`config.mk`:
```
export PLATFORM = sky130hd
export DESIGN_NAME = stereo_three_band_biquad_eq_flat
export DESIGN_NICKNAME = d
export VERILOG_FILES = /design/src/rtl/core/stbeq_pkg.sv /design/src/rtl/core/stbeq_ifs.sv /design/src/rtl/core/stereo_three_band_biquad_eq.sv /design/src/flat_wrapper.sv
export SDC_FILE = /design/constraint.sdc
export NUM_CORES = 2
export LEC_CHECK = 0
export BUFFER_PORTS_ARGS = -buffer_cell sky130_fd_sc_hd__buf_2
export CORE_MARGIN = 4
export CORE_UTILIZATION = 50
export CTS_BUF_LIST = sky130_fd_sc_hd__clkbuf_8
export CTS_CLUSTER_SIZE = 12
export DETAILED_ROUTE_END_ITERATION = 10
export PLACE_DENSITY = 0.66
export SETUP_SLACK_MARGIN = 0.05
export SLEW_MARGIN = 20
export SYNTH_ARGS = -nofsm -noshare
export SYNTH_HDL_FRONTEND = slang
export SYNTH_SLANG_ARGS = --single-unit
```
`constraint.sdc`:
```
create_clock -name clock -period 11.1 [get_ports clock]
set_input_delay 0.555 -clock clock [delete_from_list [all_inputs] [get_ports clock]]
set_output_delay 0.555 -clock clock [all_outputs]
set_load 0.02 [all_outputs]
```
`src/rtl/core/stbeq_pkg.sv`:
```
// ----------------------------------------------------------------------------
// stbeq_pkg
// Shared sizes, formats and command codes of the stereo biquad equalizer.
// ----------------------------------------------------------------------------
package stbeq_pkg;

   localparam int SAMPLE_BITS     = 24;
   localparam int COEF_BITS       = 32;
   localparam int CHANNELS        = 2;
   localparam int STAGES          = 3;

   localparam int COEF_INDEX_BITS = 5;
   localparam int COEF_VALUE_BITS = 32;

   localparam int FRAC_BITS       = COEF_BITS - 4;
   localparam int BIQUADS         = CHANNELS * STAGES;
   localparam int COEF_PER_BQ     = 5;
   localparam int HIST_PER_BQ     = 4;
   localparam int COEF_SLOTS      = BIQUADS * COEF_PER_BQ;
   localparam int HIST_SLOTS      = BIQUADS * HIST_PER_BQ;
   localparam int COEF_ADDR_BITS  = $clog2(COEF_SLOTS);
   localparam int HIST_ADDR_BITS  = $clog2(HIST_SLOTS);
   localparam int ST_BITS         = (STAGES > 1) ? $clog2(STAGES) : 1;
   localparam int CH_BITS         = (CHANNELS > 1) ? $clog2(CHANNELS) : 1;

   localparam int PROD_BITS       = COEF_BITS + SAMPLE_BITS;
   localparam int ACC_BITS        = (PROD_BITS + 3 > 64) ? 64 : PROD_BITS + 3;

   localparam logic CMD_FRAME      = 1'b0;
   localparam logic CMD_COEF_WRITE = 1'b1;

   localparam logic signed [COEF_BITS-1:0] COEF_ONE =
      {{(COEF_BITS-FRAC_BITS-1){1'b0}}, 1'b1, {FRAC_BITS{1'b0}}};

endpackage

```
`src/rtl/core/stbeq_ifs.sv`:
```
// ----------------------------------------------------------------------------
// stbeq request and response channels
// Valid/ready channels carrying equalizer requests and filtered frames.
// ----------------------------------------------------------------------------
interface stbeq_req_if;
   import stbeq_pkg::*;

   logic                              valid;
   logic                              ready;
   logic                              command;
   logic signed [SAMPLE_BITS-1:0]     left_sample;
   logic signed [SAMPLE_BITS-1:0]     right_sample;
   logic                              block_end;
   logic [COEF_INDEX_BITS-1:0]        coef_index;
   logic signed [COEF_VALUE_BITS-1:0] coef_value;

   modport source (
      output valid, command, left_sample, right_sample, block_end, coef_index, coef_value,
      input  ready
   );

   modport sink (
      input  valid, command, left_sample, right_sample, block_end, coef_index, coef_value,
      output ready
   );
endinterface

interface stbeq_rsp_if;
   import stbeq_pkg::*;

   logic                          valid;
   logic                          ready;
   logic signed [SAMPLE_BITS-1:0] left_out;
   logic signed [SAMPLE_BITS-1:0] right_out;
   logic                          block_end_out;

   modport source (
      output valid, left_out, right_out, block_end_out,
      input  ready
   );

   modport sink (
      input  valid, left_out, right_out, block_end_out,
      output ready
   );
endinterface

```
`src/rtl/core/stereo_three_band_biquad_eq.sv`:
```
// ----------------------------------------------------------------------------
// stereo_three_band_biquad_eq
// Stereo equalizer: three cascaded direct-form-1 biquads per channel.
// ----------------------------------------------------------------------------
// A frame request is filtered by one shared multiply-accumulate unit that
// walks the biquads in order, reading coefficients and history from two
// single-read-port memories. Each biquad occupies the unit for five
// coefficient reads plus the multiplier and accumulator stages, and a frame
// holds off the next request from acceptance until its last biquad result
// has been written back. A coefficient write request gives no response.
// The response sits in an output register, and a new request is accepted
// while it waits. Both memories come out of reset ready to use, with no
// clearing pass.
module stereo_three_band_biquad_eq (
   input  logic         clock,
   input  logic         reset,
   stbeq_req_if.sink    req_if,
   stbeq_rsp_if.source  rsp_if
);
   import stbeq_pkg::*;

   localparam int STEP_BITS = 3;
   localparam logic [STEP_BITS-1:0] STEP_FIRST      = 3'd0;
   localparam logic [STEP_BITS-1:0] STEP_X_TERM     = 3'd1;
   localparam logic [STEP_BITS-1:0] STEP_FIRST_HIST = 3'd1;
   localparam logic [STEP_BITS-1:0] STEP_X1_SHIFT   = 3'd2;
   localparam logic [STEP_BITS-1:0] STEP_X_WRITE    = 3'd3;
   localparam logic [STEP_BITS-1:0] STEP_Y1_SHIFT   = 3'd4;
   localparam logic [STEP_BITS-1:0] STEP_FIRST_SUB  = 3'd4;
   localparam logic [STEP_BITS-1:0] STEP_LAST_ISSUE = 3'd4;
   localparam logic [STEP_BITS-1:0] STEP_LAST_MUL   = 3'd5;
   localparam logic [STEP_BITS-1:0] STEP_LAST       = 3'd6;

   localparam int HIST_X1 = 0;
   localparam int HIST_X2 = 1;
   localparam int HIST_Y1 = 2;
   localparam int HIST_Y2 = 3;

   localparam logic signed [ACC_BITS-1:0] ACC_ROUND =
      {{(ACC_BITS-FRAC_BITS){1'b0}}, 1'b1, {(FRAC_BITS-1){1'b0}}};
   localparam logic signed [ACC_BITS-1:0] SAT_HI =
      {{(ACC_BITS-SAMPLE_BITS+1){1'b0}}, {(SAMPLE_BITS-1){1'b1}}};
   localparam logic signed [ACC_BITS-1:0] SAT_LO =
      {{(ACC_BITS-SAMPLE_BITS+1){1'b1}}, {(SAMPLE_BITS-1){1'b0}}};

   typedef struct packed {
      logic                      valid;
      logic                      final_bq;
      logic                      last_stage;
      logic [CH_BITS-1:0]        ch;
      logic [HIST_ADDR_BITS-1:0] y1_addr;
   } tail_type;

   // sequencer
   logic                      run_ff, run_in;
   logic [STEP_BITS-1:0]      step_ff, step_in;
   logic [ST_BITS-1:0]        st_ff, st_in;
   logic [CH_BITS-1:0]        ch_ff, ch_in;
   logic [COEF_ADDR_BITS-1:0] cbase_ff, cbase_in;
   logic [HIST_ADDR_BITS-1:0] hbase_ff, hbase_in;
   tail_type                  tail_ff, tail_in;

   logic req_fire, frame_fire, coef_fire;
   logic last_stage, last_bq;
   logic out_free, out_load;

   // memories
   logic signed [COEF_BITS-1:0]   coef_mem [COEF_SLOTS];
   logic signed [SAMPLE_BITS-1:0] hist_mem [HIST_SLOTS];
   logic [COEF_SLOTS-1:0]         coef_vld_ff;
   logic [HIST_SLOTS-1:0]         hist_vld_ff;
   logic signed [COEF_BITS-1:0]   coef_rd_ff;
   logic signed [SAMPLE_BITS-1:0] hist_rd_ff;

   logic                          coef_re;
   logic [COEF_ADDR_BITS-1:0]     coef_raddr, coef_waddr;
   logic signed [COEF_BITS-1:0]   coef_wdata;
   logic                          hist_re, hist_we;
   logic [HIST_ADDR_BITS-1:0]     hist_raddr, hist_waddr;
   logic signed [SAMPLE_BITS-1:0] hist_wdata;

   // datapath
   logic signed [SAMPLE_BITS-1:0] x_ff, right_ff;
   logic                          block_end_ff;
   logic signed [SAMPLE_BITS-1:0] mul_data;
   logic                          mul_en;
   logic signed [PROD_BITS-1:0]   prod_ff, prod_in;
   logic                          prod_vld_ff, prod_first_ff, prod_sub_ff;
   logic signed [ACC_BITS-1:0]    acc_ff, acc_base, acc_round, acc_shift;
   logic signed [SAMPLE_BITS-1:0] y_val, next_sample;
   logic signed [SAMPLE_BITS-1:0] res_left_ff, res_right_ff;
   logic signed [SAMPLE_BITS-1:0] rsp_left_ff, rsp_right_ff;
   logic                          rsp_block_end_ff, rsp_valid_ff;

   // handshake
   assign req_if.ready = !reset && !run_ff && !tail_ff.valid;
   assign req_fire     = req_if.valid && req_if.ready;
   assign frame_fire   = req_fire && (req_if.command == CMD_FRAME);
   assign coef_fire    = req_fire && (req_if.command == CMD_COEF_WRITE) &&
                         (32'(req_if.coef_index) < COEF_SLOTS);

   assign out_free = !rsp_valid_ff || rsp_if.ready;
   assign out_load = tail_ff.valid && tail_ff.final_bq && out_free;

   assign last_stage = (st_ff == ST_BITS'(STAGES - 1));
   assign last_bq    = last_stage && (ch_ff == CH_BITS'(CHANNELS - 1));

   always_comb begin
      run_in   = run_ff;
      step_in  = step_ff;
      st_in    = st_ff;
      ch_in    = ch_ff;
      cbase_in = cbase_ff;
      hbase_in = hbase_ff;
      tail_in  = tail_ff;
      if (tail_ff.valid && (!tail_ff.final_bq || out_free)) begin
         tail_in.valid = 1'b0;
      end
      if (frame_fire) begin
         run_in   = 1'b1;
         step_in  = STEP_FIRST;
         st_in    = '0;
         ch_in    = '0;
         cbase_in = '0;
         hbase_in = '0;
      end else if (run_ff) begin
         if (step_ff == STEP_LAST) begin
            step_in            = STEP_FIRST;
            tail_in.valid      = 1'b1;
            tail_in.final_bq   = last_bq;
            tail_in.last_stage = last_stage;
            tail_in.ch         = ch_ff;
            tail_in.y1_addr    = hbase_ff + HIST_ADDR_BITS'(HIST_Y1);
            cbase_in           = cbase_ff + COEF_ADDR_BITS'(COEF_PER_BQ);
            hbase_in           = hbase_ff + HIST_ADDR_BITS'(HIST_PER_BQ);
            if (last_bq) begin
               run_in = 1'b0;
            end else if (last_stage) begin
               st_in = '0;
               ch_in = ch_ff + CH_BITS'(1);
            end else begin
               st_in = st_ff + ST_BITS'(1);
            end
         end else begin
            step_in = step_ff + STEP_BITS'(1);
         end
      end
   end

   always_ff @(posedge clock) begin
      if (reset) begin
         run_ff   <= 1'b0;
         step_ff  <= STEP_FIRST;
         st_ff    <= '0;
         ch_ff    <= '0;
         cbase_ff <= '0;
         hbase_ff <= '0;
         tail_ff  <= '0;
      end else begin
         run_ff   <= run_in;
         step_ff  <= step_in;
         st_ff    <= st_in;
         ch_ff    <= ch_in;
         cbase_ff <= cbase_in;
         hbase_ff <= hbase_in;
         tail_ff  <= tail_in;
      end
   end

   // coefficient memory; unwritten entries read as unity b0, zero elsewhere
   assign coef_re    = run_ff && (step_ff <= STEP_LAST_ISSUE);
   assign coef_raddr = cbase_ff + COEF_ADDR_BITS'(step_ff);
   assign coef_waddr = COEF_ADDR_BITS'(req_if.coef_index);
   assign coef_wdata = COEF_BITS'(req_if.coef_value);

   always_ff @(posedge clock) begin
      if (coef_fire) begin
         coef_mem[coef_waddr] <= coef_wdata;
      end
      if (coef_re) begin
         if (coef_vld_ff[coef_raddr]) begin
            coef_rd_ff <= coef_mem[coef_raddr];
         end else if (step_ff == STEP_FIRST) begin
            coef_rd_ff <= COEF_ONE;
         end else begin
            coef_rd_ff <= '0;
         end
      end
   end

   always_ff @(posedge clock) begin
      if (reset) begin
         coef_vld_ff <= '0;
      end else if (coef_fire) begin
         coef_vld_ff[coef_waddr] <= 1'b1;
      end
   end

   // history memory: x1, x2, y1, y2 per biquad, unwritten entries read zero
   assign hist_re    = run_ff && (step_ff >= STEP_FIRST_HIST) && (step_ff <= STEP_LAST_ISSUE);
   assign hist_raddr = hbase_ff + HIST_ADDR_BITS'(step_ff - STEP_FIRST_HIST);

   always_comb begin
      hist_we    = 1'b0;
      hist_waddr = hbase_ff;
      hist_wdata = hist_rd_ff;
      priority if (tail_ff.valid) begin
         hist_we    = 1'b1;
         hist_waddr = tail_ff.y1_addr;
         hist_wdata = y_val;
      end else if (run_ff && (step_ff == STEP_X1_SHIFT)) begin
         hist_we    = 1'b1;
         hist_waddr = hbase_ff + HIST_ADDR_BITS'(HIST_X2);
      end else if (run_ff && (step_ff == STEP_X_WRITE)) begin
         hist_we    = 1'b1;
         hist_waddr = hbase_ff + HIST_ADDR_BITS'(HIST_X1);
         hist_wdata = x_ff;
      end else if (run_ff && (step_ff == STEP_Y1_SHIFT)) begin
         hist_we    = 1'b1;
         hist_waddr = hbase_ff + HIST_ADDR_BITS'(HIST_Y2);
      end
   end

   always_ff @(posedge clock) begin
      if (hist_we) begin
         hist_mem[hist_waddr] <= hist_wdata;
      end
      if (hist_re) begin
         if (hist_vld_ff[hist_raddr]) begin
            hist_rd_ff <= hist_mem[hist_raddr];
         end else begin
            hist_rd_ff <= '0;
         end
      end
   end

   always_ff @(posedge clock) begin
      if (reset) begin
         hist_vld_ff <= '0;
      end else if (hist_we) begin
         hist_vld_ff[hist_waddr] <= 1'b1;
      end
   end

   // multiply-accumulate
   assign mul_en   = run_ff && (step_ff >= STEP_X_TERM) && (step_ff <= STEP_LAST_MUL);
   assign mul_data = (step_ff == STEP_X_TERM) ? x_ff : hist_rd_ff;
   assign prod_in  = coef_rd_ff * mul_data;
   assign acc_base = prod_first_ff ? '0 : acc_ff;

   always_ff @(posedge clock) begin
      if (reset) begin
         prod_vld_ff <= 1'b0;
      end else begin
         prod_vld_ff <= mul_en;
      end
   end

   always_ff @(posedge clock) begin
      if (mul_en) begin
         prod_ff       <= prod_in;
         prod_first_ff <= (step_ff == STEP_X_TERM);
         prod_sub_ff   <= (step_ff >= STEP_FIRST_SUB);
      end
      if (prod_vld_ff) begin
         if (prod_sub_ff) begin
            acc_ff <= acc_base - ACC_BITS'(prod_ff);
         end else begin
            acc_ff <= acc_base + ACC_BITS'(prod_ff);
         end
      end
   end

   // round half up, then saturate
   assign acc_round = acc_ff + ACC_ROUND;
   assign acc_shift = acc_round >>> FRAC_BITS;

   always_comb begin
      priority if (acc_shift > SAT_HI) begin
         y_val = SAT_HI[SAMPLE_BITS-1:0];
      end else if (acc_shift < SAT_LO) begin
         y_val = SAT_LO[SAMPLE_BITS-1:0];
      end else begin
         y_val = acc_shift[SAMPLE_BITS-1:0];
      end
   end

   assign next_sample = (tail_ff.ch == CH_BITS'(0)) ? right_ff : '0;

   always_ff @(posedge clock) begin
      if (frame_fire) begin
         x_ff         <= req_if.left_sample;
         right_ff     <= req_if.right_sample;
         block_end_ff <= req_if.block_end;
         res_right_ff <= '0;
      end else if (tail_ff.valid) begin
         if (tail_ff.last_stage) begin
            x_ff <= next_sample;
            if (tail_ff.ch == CH_BITS'(0)) begin
               res_left_ff <= y_val;
            end
            if (tail_ff.ch == CH_BITS'(1)) begin
               res_right_ff <= y_val;
            end
         end else begin
            x_ff <= y_val;
         end
      end
   end

   // response register
   always_ff @(posedge clock) begin
      if (out_load) begin
         rsp_left_ff      <= (tail_ff.ch == CH_BITS'(0)) ? y_val : res_left_ff;
         rsp_right_ff     <= (tail_ff.ch == CH_BITS'(1)) ? y_val : res_right_ff;
         rsp_block_end_ff <= block_end_ff;
      end
   end

   always_ff @(posedge clock) begin
      if (reset) begin
         rsp_valid_ff <= 1'b0;
      end else if (out_load) begin
         rsp_valid_ff <= 1'b1;
      end else if (rsp_if.ready) begin
         rsp_valid_ff <= 1'b0;
      end
   end

   assign rsp_if.valid         = rsp_valid_ff;
   assign rsp_if.left_out      = rsp_left_ff;
   assign rsp_if.right_out     = rsp_right_ff;
   assign rsp_if.block_end_out = rsp_block_end_ff;

endmodule

```
`src/flat_wrapper.sv`:
```
// flat-port wrapper written by rule: the top's interface ports become plain ports
module stereo_three_band_biquad_eq_flat import stbeq_pkg::*;
  (clock, reset, req_if_valid, req_if_command, req_if_left_sample, req_if_right_sample, req_if_block_end, req_if_coef_index, req_if_coef_value, req_if_ready, rsp_if_valid, rsp_if_left_out, rsp_if_right_out, rsp_if_block_end_out, rsp_if_ready);
  stbeq_req_if req_if_i ();
  stbeq_rsp_if rsp_if_i ();
  input  logic clock;
  input  logic reset;
  input wire logic [$bits(req_if_i.valid)-1:0] req_if_valid;
  input wire logic [$bits(req_if_i.command)-1:0] req_if_command;
  input wire logic [$bits(req_if_i.left_sample)-1:0] req_if_left_sample;
  input wire logic [$bits(req_if_i.right_sample)-1:0] req_if_right_sample;
  input wire logic [$bits(req_if_i.block_end)-1:0] req_if_block_end;
  input wire logic [$bits(req_if_i.coef_index)-1:0] req_if_coef_index;
  input wire logic [$bits(req_if_i.coef_value)-1:0] req_if_coef_value;
  output wire logic [$bits(req_if_i.ready)-1:0] req_if_ready;
  output wire logic [$bits(rsp_if_i.valid)-1:0] rsp_if_valid;
  output wire logic [$bits(rsp_if_i.left_out)-1:0] rsp_if_left_out;
  output wire logic [$bits(rsp_if_i.right_out)-1:0] rsp_if_right_out;
  output wire logic [$bits(rsp_if_i.block_end_out)-1:0] rsp_if_block_end_out;
  input wire logic [$bits(rsp_if_i.ready)-1:0] rsp_if_ready;
  assign req_if_i.valid = req_if_valid;
  assign req_if_i.command = req_if_command;
  assign req_if_i.left_sample = req_if_left_sample;
  assign req_if_i.right_sample = req_if_right_sample;
  assign req_if_i.block_end = req_if_block_end;
  assign req_if_i.coef_index = req_if_coef_index;
  assign req_if_i.coef_value = req_if_coef_value;
  assign req_if_ready = req_if_i.ready;
  assign rsp_if_valid = rsp_if_i.valid;
  assign rsp_if_left_out = rsp_if_i.left_out;
  assign rsp_if_right_out = rsp_if_i.right_out;
  assign rsp_if_block_end_out = rsp_if_i.block_end_out;
  assign rsp_if_i.ready = rsp_if_ready;
  stereo_three_band_biquad_eq u_core (.clock(clock), .reset(reset), .req_if(req_if_i), .rsp_if(rsp_if_i));
endmodule
```
==> flow_summary.ini <==
[outcome]
status = finished clean

[power_and_ir_drop]
ir_worst_vdd_v = 0.000323
p_switching_mw = 10.1
seq_power_share = 0.325
sw_frac_of_total = 0.380
powerDensity_mw_per_mm2 = 225
p_clk_frac = 0.220
combPwrFrac = 0.455
p_leak_nw = 43.4
p_int_mw = 16.4

[yosys]
synth_top_area_cell = edfxtp_1
ys_seq_elements = 1934
synth_compound_area_frac = 0.0401
yosysMostFrequentCell = edfxtp_1
synth.avg_cell_area_um2 = 14.5
synth.mux.area_fraction = 0.111
ys_seq_area_frac = 0.535
ys_warn_count = 0
synth.distinct_cells = 95
synthXorXnorAreaFrac = 0.0164
synthAdderAreaFrac = 0.174
synthArstFlopShare = 0
syn_nets = 8462
synth_area_leaders = edfxtp_1 52%, fa_1 15%, mux4_2 9.9%
yosysTopAreaCellShare = 0.516
synth-edff-count = 1831
synth_top_family_by_area = adder cells
synthCells = 7360
synth_flop_cell = edfxtp_1
yosys.area_share.simple = 0.0798
synth_commonest_cells = 1,831 x edfxtp_1, 855 x inv_1, 786 x fa_1, 553 x nand2_1, 471 x mux4_2
synth_area_mm2 = 0.107

[finish]
nets = 8770
finish.instance_area_mm2 = 0.118
final_core_util = 0.555
fin_cells = 10700
area_delta_synth_final_pct = 10.4
drive_above_1_share = 0.170

[cts]
cts-root-buf = clkbuf_8
post_cts_buffers = 0
clockBufferDepth = 4
clock_latency_ps = 1040
cts_made_buffers = 328
clock_sinks = 1934
clk_pin_slew_ps = 60
htreeDepth = 5
ctsResizeCount = 0
tritoncts = done

[drt]
first_pass_iters = 5
drt_iter0_markers = 5719
vias = 61800
drc = 0
routed_wl_um = 269000
drtAntennaViolNets = 0
routed_via_density = 5.77
wire_per_inst_um = 25.1

[timing]
layout_setup_ws_ps = 1390
setup_tns_ps = 0
rsz0062_at_grt = no
finalSetupViolations = 0
skew_ps = 114
worstMarginPinSlew_ps = 1240
hold_violations = 0
post-route-period-util = 0.875
timing.final.crit_period_ps = 9710
timing.fmax_mhz = 103
drv_slew = 0
max_slew_margin = 0.168

[grt]
antenna_found_initial = 13
first_global_vias = 64400
grtUsageMet3 = 0.0494
grt-ovfl-total = 0
met2_usage = 0.384
busiest_layer = met2
grtUsageMet1 = 0.354
grt_usage = 0.245
grt_first_pass_wirelength_um = 409000
grt_max_degree = 152

[place]
dp.cells = 10100
globalplace.congestion = 0.909
io_buffers = 141
dpl_cell_area_mm2 = 0.111
place_hpwl_um = 172000
dpl_worst_slack_ps = 1440

[critical_path]
crit_fanout = 26
end_kind = flip-flop
cpMostUsedCell = fa_1
cp.required_ps = 11810
worstSetupPathType = flip-flop to flip-flop
cp_slowest_cell = mux2i_4
worstPathArrival_ps = 10430
cp-start-kind = flip-flop
max_stage_delay_ps = 930

[die]
start_util = 0.503
io_pins = 142
rows = 169
dieHeight_um = 470
coreArea_mm2 = 0.212
die_w_um = 470
dieArea_mm2 = 0.221

[flow_run]
maxCapViolCount = 0

[worst_hold_path]
min_path_type = input port to flip-flop
[layer usage]
metal	vias to the layer above	part of all wire
met1	32300	0.42
met5	-	0.00015
met2	2514	0.47
met4	6	0.025
li1	26600	-
met3	416	0.084
[placed cells by master, fill, tap and decap left out, types with 72 or more instances in the layout]
cell	Yosys	layout
o21ai_0	99	97
inv_1	855	949
a21oi_1	290	287
nand2b_1	72	72
buf_2	38	141
nand2_1	553	552
ha_1	225	222
dfxtp_1	103	99
xnor2_1	151	148
a21o_1	79	79
buf_4	0	128
nor2_1	375	319
mux4_2	471	471
clkbuf_8	0	336
and2_1	210	209
fa_1	786	784
edfxtp_1	1831	1831
nor2b_1	265	264
[through the flow]
| stage | power [mW] | hold slack [ps] |
|---|---|---|
| floorplan | 17.6 | 400 |
| global placement | 20.5 | 419 |
| detailed placement | 20.6 | 431 |
| CTS | 26.5 | 4.60 |
| global route | 28.4 | 57.6 |
| finish | 26.5 | 83.8 |
[worst paths after layout]
path,start,to,slack [ps],depth (start not counted)
worst max-delay path,u_core.step_ff[1],u_core.prod_ff[51],1390,27
worst min-delay path,req_if_left_sample[4],u_core.x_ff[4],80,3
worst max register to register,u_core.step_ff[1],u_core.prod_ff[51],1390,27
worst min register to register,u_core.block_end_ff,u_core.rsp_if.block_end_out,430,0
[power by group through the flow]
stage	clock network [mW]	logic [mW]	registers (mW)
floorplan	0	8.88	8.73
global placement	0	11.7	8.76
detailed placement	0	11.9	8.76
CTS	5.95	12.0	8.61
global route	6.30	13.5	8.61
finish	5.82	12.0	8.61
[sequential cells by signal, summed over array words and instances (netlist names), 3 cells and up]
name,count
u_core.x_ff,24
u_core.cbase_ff,5
u_core.acc_ff,59
u_core.res_left_ff,24
u_core.hist_rd_ff,24
u_core.res_right_ff,24
u_core.rsp_if.left_out,24
u_core.prod_ff,56
u_core.tail_ff,8
u_core.hbase_ff,3
u_core.coef_mem,960
u_core.hist_vld_ff,24
u_core.rsp_if.right_out,24
u_core.coef_vld_ff,30
u_core.coef_rd_ff,32
u_core.hist_mem,576
u_core.step_ff,3
u_core.right_ff,24
[repair_timing]
action	in CTS	in global routing
hold buffers	66	0
endpoints found under the setup margin	0	0
endpoints found under the hold margin	915	0
[area by class of cell]
class,instances,area (um2)
diodes,8,20.0
flip-flops and latches,1934,57100
multi-input cells,4201,45500
well taps,2821,3530
repair buffers,346,2570
inverters,857,3220
fillers,16700,94400
clock buffers,336,4620
clock inverters,211,1150
[critical path: cells and delay by family (launching register included)]
kind                     cells  cell delay, ps
AO/OA/AOI/OAI                9            2390
flip-flops                   1             500
XOR/XNOR                     1             180
adder cells (fa/ha/maj)      9            4090
buffers and inverters        5             350
multiplexers                 1             930
AND/OR/NAND/NOR              2             960
[logic make-up (layout without fill, tap and decap cells)]
| kind of cell | count (synthesis) | after routing |
|---|---|---|
| buf+inv | 1225 | 1750 |
| mux | 588 | 588 |
| other cells | 0 | 8 |
| simple gates | 1718 | 1718 |
| compound gates | 684 | 684 |
| flops | 1934 | 1934 |
| xor+xnor | 200 | 200 |
| fa+ha+maj | 1011 | 1011 |
Power figures use the tool's default switching activity.
